**src/rtl/modular_exponentiation_defines.svh**
```systemverilog
// assertion macros for the modular exponentiation block
// the macros refer to clk and rst_n in the scope where they are used
`ifndef MODULAR_EXPONENTIATION_DEFINES_SVH
`define MODULAR_EXPONENTIATION_DEFINES_SVH

`ifndef SYNTHESIS
// checked only while out of reset
`define MEXP_ASSERT(label, prop, msg) \
  label: assert property (@(posedge clk) disable iff (!rst_n) prop) else $error(msg);
// checked at every edge, reset included
`define MEXP_ASSERT_NORST(label, prop, msg) \
  label: assert property (@(posedge clk) prop) else $error(msg);
`else
`define MEXP_ASSERT(label, prop, msg)
`define MEXP_ASSERT_NORST(label, prop, msg)
`endif

`endif

```
**src/rtl/mexp_pkg.sv**
```systemverilog
// shared types and constants for the modular exponentiation block
// no dependencies
`default_nettype none

package mexp_pkg;

  // width of the data fields on the channels (base, exponent, modulus, result)
  localparam int FIELD_W = 32;

  // status of the serial modular multiplier
  typedef struct packed {
    logic busy;
    logic done;
  } mexp_mul_stat_t;

endpackage

`default_nettype wire

```
**src/rtl/mexp_modmul.sv**
```systemverilog
// bit-serial interleaved modular multiplier: x * y mod m, one bit of x per cycle
// depends on mexp_pkg; needs y < m and m nonzero, x may be any value
`default_nettype none

module mexp_modmul import mexp_pkg::*; #(
  parameter int WIDTH = 32
) (
  input  wire logic             clk,
  input  wire logic             rst_n,
  input  wire logic             start,
  input  wire logic [WIDTH-1:0] x,
  input  wire logic [WIDTH-1:0] y,
  input  wire logic [WIDTH-1:0] m,
  output mexp_mul_stat_t        stat,
  output logic      [WIDTH-1:0] res
);

  localparam int CNT_W = (WIDTH > 1) ? $clog2(WIDTH) : 1;
  localparam logic [CNT_W-1:0] CNT_LAST = CNT_W'(WIDTH - 1);

  logic             busy_r, busy_nxt;
  logic             done_r, done_nxt;
  logic [CNT_W-1:0] cnt_r, cnt_nxt;
  logic [WIDTH-1:0] acc_r, acc_nxt;
  logic [WIDTH-1:0] x_r, x_nxt;
  logic [WIDTH-1:0] y_r, y_nxt;
  logic [WIDTH-1:0] m_r, m_nxt;

  logic [WIDTH:0] m_ext;
  logic [WIDTH:0] dbl;
  logic [WIDTH:0] t1;
  logic [WIDTH:0] t2;
  logic [WIDTH:0] t3;

  // one step: acc = (2*acc + bit*y) mod m, each half kept below m by one subtract
  always_comb begin
    m_ext = {1'b0, m_r};
    dbl   = {acc_r, 1'b0};
    t1    = (dbl >= m_ext) ? (dbl - m_ext) : dbl;
    t2    = t1 + (x_r[WIDTH-1] ? {1'b0, y_r} : '0);
    t3    = (t2 >= m_ext) ? (t2 - m_ext) : t2;
  end

  always_comb begin
    busy_nxt = busy_r;
    done_nxt = 1'b0;
    cnt_nxt  = cnt_r;
    acc_nxt  = acc_r;
    x_nxt    = x_r;
    y_nxt    = y_r;
    m_nxt    = m_r;
    if (start) begin
      busy_nxt = 1'b1;
      cnt_nxt  = '0;
      acc_nxt  = '0;
      x_nxt    = x;
      y_nxt    = y;
      m_nxt    = m;
    end else if (busy_r) begin
      acc_nxt = t3[WIDTH-1:0];
      x_nxt   = {x_r[WIDTH-2:0], 1'b0};
      cnt_nxt = cnt_r + 1'b1;
      if (cnt_r == CNT_LAST) begin
        busy_nxt = 1'b0;
        done_nxt = 1'b1;
      end
    end
  end

  always_ff @(posedge clk) begin
    if (!rst_n) begin
      busy_r <= 1'b0;
      done_r <= 1'b0;
      cnt_r  <= '0;
    end else begin
      busy_r <= busy_nxt;
      done_r <= done_nxt;
      cnt_r  <= cnt_nxt;
    end
  end

  always_ff @(posedge clk) begin
    acc_r <= acc_nxt;
    x_r   <= x_nxt;
    y_r   <= y_nxt;
    m_r   <= m_nxt;
  end

  assign stat.busy = busy_r;
  assign stat.done = done_r;
  assign res       = acc_r;

endmodule

`default_nettype wire
```
**config.mk**
```make
export PLATFORM = sky130hd
export DESIGN_NAME = mexp_modmul
export DESIGN_NICKNAME = d
export VERILOG_FILES = /design/src/rtl/modular_exponentiation_defines.svh /design/src/rtl/mexp_pkg.sv /design/src/rtl/mexp_modmul.sv
export SDC_FILE = /design/constraint.sdc
export NUM_CORES = 1
export LEC_CHECK = 0
export BUFFER_PORTS_ARGS = -buffer_cell sky130_fd_sc_hd__buf_2
export CORE_AREA = 2 2 135 137
export CTS_CLUSTER_DIAMETER = 200
export CTS_CLUSTER_SIZE = 10
export DETAILED_ROUTE_END_ITERATION = 7
export DIE_AREA = 0 0 137 139
export GPL_TIMING_DRIVEN = 0
export PLACE_DENSITY = 0.81
export SLEW_MARGIN = 40
export SYNTH_ARGS = -nofsm -noshare
export SYNTH_HDL_FRONTEND = slang
export SYNTH_SLANG_ARGS = --single-unit
```
**constraint.sdc**
```tcl
create_clock -name clk -period 12.35 [get_ports clk]
set_input_delay 3.705 -clock clk [delete_from_list [all_inputs] [get_ports clk]]
set_output_delay 3.705 -clock clk [all_outputs]
set_load 0.01 [all_outputs]
```
---- After elaboration in Yosys (flattened, before gate mapping) ----
Index checks and enable logic that the tools add are counted.
storage, ports and cells
  logic and storage cells ................. 28
  input bits .............................. 99
  flip-flop bits (word level) ............. 135
  output and inout port bits .............. 34
cells by class
  reductions and logical operators ........ 3
  $add $sub $neg .......................... 4
  mux-type cells .......................... 9
  magnitude comparators ................... 2
  bitwise gates (word level) .............. 2
  equality and inequality tests ........... 1
operators with widths
  operator               number
  $mux W32               4
  $ge A33 B32 Y1         2
  $add A33 B32 Y33       1
  $mux W33               1
  $sub A33 B32 Y33       1
  $sub A32 B32 Y32       1
  $add A5 B1 Y5 const B  1
  $eq A5 B5 Y1 const B   1
  $mux W1                4
  $reduce_or A3 Y1       1
  $not A1 Y1             2
  $reduce_bool A2 Y1     1
  $reduce_or A2 Y1       1

---- Logic depth before layout (Yosys ltp) ----
  word-level depth ........................ 5
  mapped depth ............................ 37
  depth with buffers taken out ............ 33

---- Worst setup path after synthesis ----
Ideal clock, no wire load.
  path type ............................... reg2reg
  start point ............................. register m_r[1]
  end point ............................... register acc_r[27], in the netlist res[27]
  cell stages (with the launch flop) ...... 35
  required time ........................... 12.264 ns
  buffers on the path ..................... 4
  data arrival time ....................... 6.985 ns
  setup time .............................. 0.086 ns
  setup slack ............................. 5.280 ns
  period minus slack after synthesis ...... 7.070 ns
  path through ............................ edfxtp_1 -> inv_1 -> ha_1 -> nor2b_1 -> o2111ai_1 -> a2111o_1 -> nand4_2 -> a211oi_2 -> o31ai_2 -> clkbuf_1 -> mux2_2 -> ha_1 -> a2111oi_0 -> inv_1 -> o21ai_1 -> a21o_1 -> o21ai_1 -> a21o_1 -> a21oi_1 -> and3b_1 -> o31a_1 -> ha_1 -> clkbuf_1 -> nand3_1 -> o211ai_1 -> a41oi_1 -> nor2_1 -> a21oi_1 -> a31o_2 -> nand3b_1 -> mux2_4 -> buf_6 -> buf_12 -> mux2i_1 -> a211oi_1
between the ends
  word-level cells in the longest chain between the ends .. 5
  elaborated cells between the ends (all ways) .. 7
  those cells by class .................... add/sub (3); order compare (2); mux (2)
RTL lines
  element                                             line               text
  start, declared                                     mexp_modmul.sv:27  logic [WIDTH-1:0] m_r, m_nxt;
  start signal, assigned                              mexp_modmul.sv:86  m_r <= m_nxt;
  $sub A33 B32 Y33 or $ge A33 B32 Y1 (tied branches)  mexp_modmul.sv:39  t1 = (dbl >= m_ext) ? (dbl - m_ext) : dbl;
  $mux W33                                            mexp_modmul.sv:39
  $add A33 B32 Y33                                    mexp_modmul.sv:40  t2 = t1 + (x_r[WIDTH-1] ? {1'b0, y_r} : '0);
  $sub A32 B32 Y32 or $ge A33 B32 Y1 (tied branches)  mexp_modmul.sv:41  t3 = (t2 >= m_ext) ? (t2 - m_ext) : t2;
  $mux W32 (*)                                        mexp_modmul.sv:41
  end signal, assigned                                mexp_modmul.sv:83  acc_r <= acc_nxt;
  end, declared                                       mexp_modmul.sv:24  logic [WIDTH-1:0] acc_r, acc_nxt;
Every way passes the cells marked *; elsewhere a longest branch is shown, timed or not.
A chain may end at the register's enable or synchronous reset.

---- Final worst setup path ----
  start point ............................. register m_r[16]
  end point ............................... register acc_r[22], in the netlist res[22]
The elaborated chain is that of the path after synthesis.

==> metrics.md <==
| Metric | Value |
|---|---|
| Status | `finished, final reports clean` |
| GRT Util Overall | `between 30% and 40%` |
| Clock sink count | `around 140` |
| Setup TNS Final | `0 ns` |
| Nets | `1469` |
| Register Area | `roughly 3700 um2` |
| Max_slew headroom | `between 40% and 50%` |
| Final wirelength | `28900 um` |
| Yosys cell types | `73` |
| Worst path required time | `12.69 ns` |
| ANT nets after route | `0` |
| Max Fclk | `101 MHz` |
| Hold path depth | `2` |
| Post-synth ARST share | `0%` |
| CP max stage delay | `0.70 ns` |
| CP top delay family | `compound AO/OA/AOI/OAI gates` |
| Clock latency on the worst-skew pair | `0.44 ns` |
| CTS tree | `done` |
| Post-place setup slack | `~2.8 ns` |
| Synth Register Bits | `around 140` |
| Syn Nets | `1317` |
| Synth Cell Area | `10400 um2` |
| Actual slew at the worst max-slew pin | `0.846 ns` |
| Die Ht | `139 um` |
| PortBufs | `132` |
| Die W | `137 um` |
| Register area share after synthesis | `35.2%` |
| Synthesized instance count | `1117` |
| Tmin final | `9.88 ns` |
| CP Class | `reg2reg` |
| Initial antenna violation count | `0` |
| Max Cap Viol | `0` |
| CP arrival | `10.22 ns` |
| Worst Setup End Kind | `register` |
| Setup WS post-layout | `roughly 2.5 ns` |
| Layout Area Growth over Synthesis | `15.4%` |
| Routability-driven placement congestion ratio | `roughly 0.9` |
| # IOs | `133` |
| Vias in the first global route | `8855` |
| Most used cell, CP | `a21o_1` |
| Via Count | `9249` |
| Total core area | `17700 um2` |
| Largest net degree at the start of global routing | `35` |
| DIE AREA | `19000 um2` |
| Total grt overflow | `0` |
| EDFF count, synth | `96` |
| FILL cells | `1434` |
| Hold crit path type | `reg2reg` |
| First-pass GRT wire length | `44900 um` |
| CP max FO | `10` |
| Row count | `49` |
| Starting Density | `slightly below 60%` |
| Share of cells above drive strength 1 | `17.7%` |
| Fin Clk Skew | `~0.0069 ns` |
| Final Hold Vio Count | `0` |
| Yosys warns | `0` |
| Share of the synthesized area in the top cell type | `27.7%` |
| Yosys top cell by area | `edfxtp_1` |
| R2r worst-path depth | `34` |
| Initial DRC Count | `760` |
| CP Launch Type | `register` |
| Post-CTS Resized | `0` |
| Bufs on Longest Clock Path | `2` |
| WP buf/inv | `6` |
| CP max-delay cell | `nor3_1` |
| Post-synth top flop | `edfxtp_1` |
| # hold bufs at CTS | `0` |
| Unrepaired setup endpoints after global routing | `false` |
| CTS clk-pin slew, worst paths | `~0.060 ns` |
| List of most frequent post-synthesis cells | `a21oi_1 (115), nor2_1 (103), ha_1 (98), edfxtp_1 (96), nand2_1 (65)` |
| Mean Syn Cell Area | `around 9.3 um2` |
| Post-CTS setup buffers | `0` |
| WHS | `0.493 ns` |
| Max Slew Vio Count | `0` |
| Area of the multi-input gates | `6340 um2` |
| Synth area leaders | `edfxtp_1 (28%), ha_1 (12%), dfxtp_1 (7.5%)` |
| Period utilisation layout | `80.0%` |
| Total CTS buffers | `17` |
| Diodes inserted | `0` |
| Post-DP HPWL | `between 20000 and 25000 um` |
| Clk root buf | `clkbuf_16` |
| Drt pass-1 iters | `5` |
| WP depth | `34` |
| Vias per cell | `6.12` |
| Count leader, synth | `a21oi_1` |
| Drt drc | `0` |
| H-Tree Depth | `4` |
| Final setup viols | `0` |
| Routed len/inst | `19.1 um` |
[stage by stage]
step	std cells	utilization, %	instance area, um2
after floorplan	1117	-	10400
after global placement	1478	64.4	11400
after detailed placement	1479	64.5	11400
after CTS	1511	68.1	12000
after global routing	1511	68.1	12000
final	1511	68.1	12000
[registers in the layout, summed over array words and instances, names as in the netlist]
signal / flops
busy_r: 1
res: 32
cnt_r: 5
x_r: 32
m_r: 32
y_r: 32
done_r: 1
[final cells by class]
| cell class | count | area share (%) |
|---|---|---|
| multi-input cells | 883 | 52.7 |
| flip-flops and latches | 135 | 30.5 |
| repair buffers | 133 | 5.68 |
| clock buffers | 17 | 3.54 |
| well taps | 229 | 2.38 |
| inverters | 58 | 1.81 |
| clock inverters | 15 | 1.72 |
| plain buffers | 41 | 1.71 |
[kinds of logic after synthesis]
kind of cell	synth area share [%]
fa+ha+maj	12.3
compound gates	19.9
buf+inv	4.05
simple gates	14.8
xor+xnor	6.89
mux	6.88
flops	35.2
[worst reg2reg max path: cells and delay by family (launching register included)]
kind | cells | cell delay (ns)
AOI/OAI and AO/OA | 15 | 3.75
xor gates and xnor gates | 1 | 0.24
adders and majority gates | 3 | 1.01
buffers and inverters | 6 | 1.86
DFF | 1 | 0.33
muxes | 2 | 0.43
and+or+nand+nor | 7 | 2.15
[layout by cell type (no fill, tap or decap), types with 17 or more instances in the layout]
cell / n
ha_1: 98
nor2_1: 103
o21ai_1: 20
mux2i_1: 26
nand3_1: 23
a21o_1: 42
a21oi_1: 115
buf_2: 131
a211oi_1: 21
dfxtp_1: 39
xnor2_1: 56
xor2_1: 26
clkbuf_16: 17
and2_1: 38
inv_1: 56
o21ai_0: 37
mux2_2: 38
nand2_1: 65
clkbuf_1: 32
edfxtp_1: 96
[metal layers]
| metal | GRT usage (%) | share of wire (%) | up-vias | wire length (um) |
|---|---|---|---|---|
| met2 | 48.3 | 46 | 414 | 13200 |
| met4 | 12.8 | 3.1 | 0 | 884 |
| li1 | - | - | 4419 | - |
| met3 | 6.58 | 7.9 | 64 | 2290 |
| met1 | 39.6 | 43 | 4352 | 12500 |
| met5 | 0 | 0 | - | 0 |
[final timing paths]
check | endpoint | start | slack, ns
max reg2reg | res[22]$_SDFFE_PP0P_ | m_r[16]$_DFFE_PP_ | 2.47
max | res[22]$_SDFFE_PP0P_ | m_r[16]$_DFFE_PP_ | 2.47
min reg2reg | res[14]$_SDFFE_PP0P_ | res[14]$_SDFFE_PP0P_ | 0.49
min | res[14]$_SDFFE_PP0P_ | res[14]$_SDFFE_PP0P_ | 0.49
Power is not shown: default switching activity piles up to over one toggle a cycle in this logic, so the estimate is an artifact.
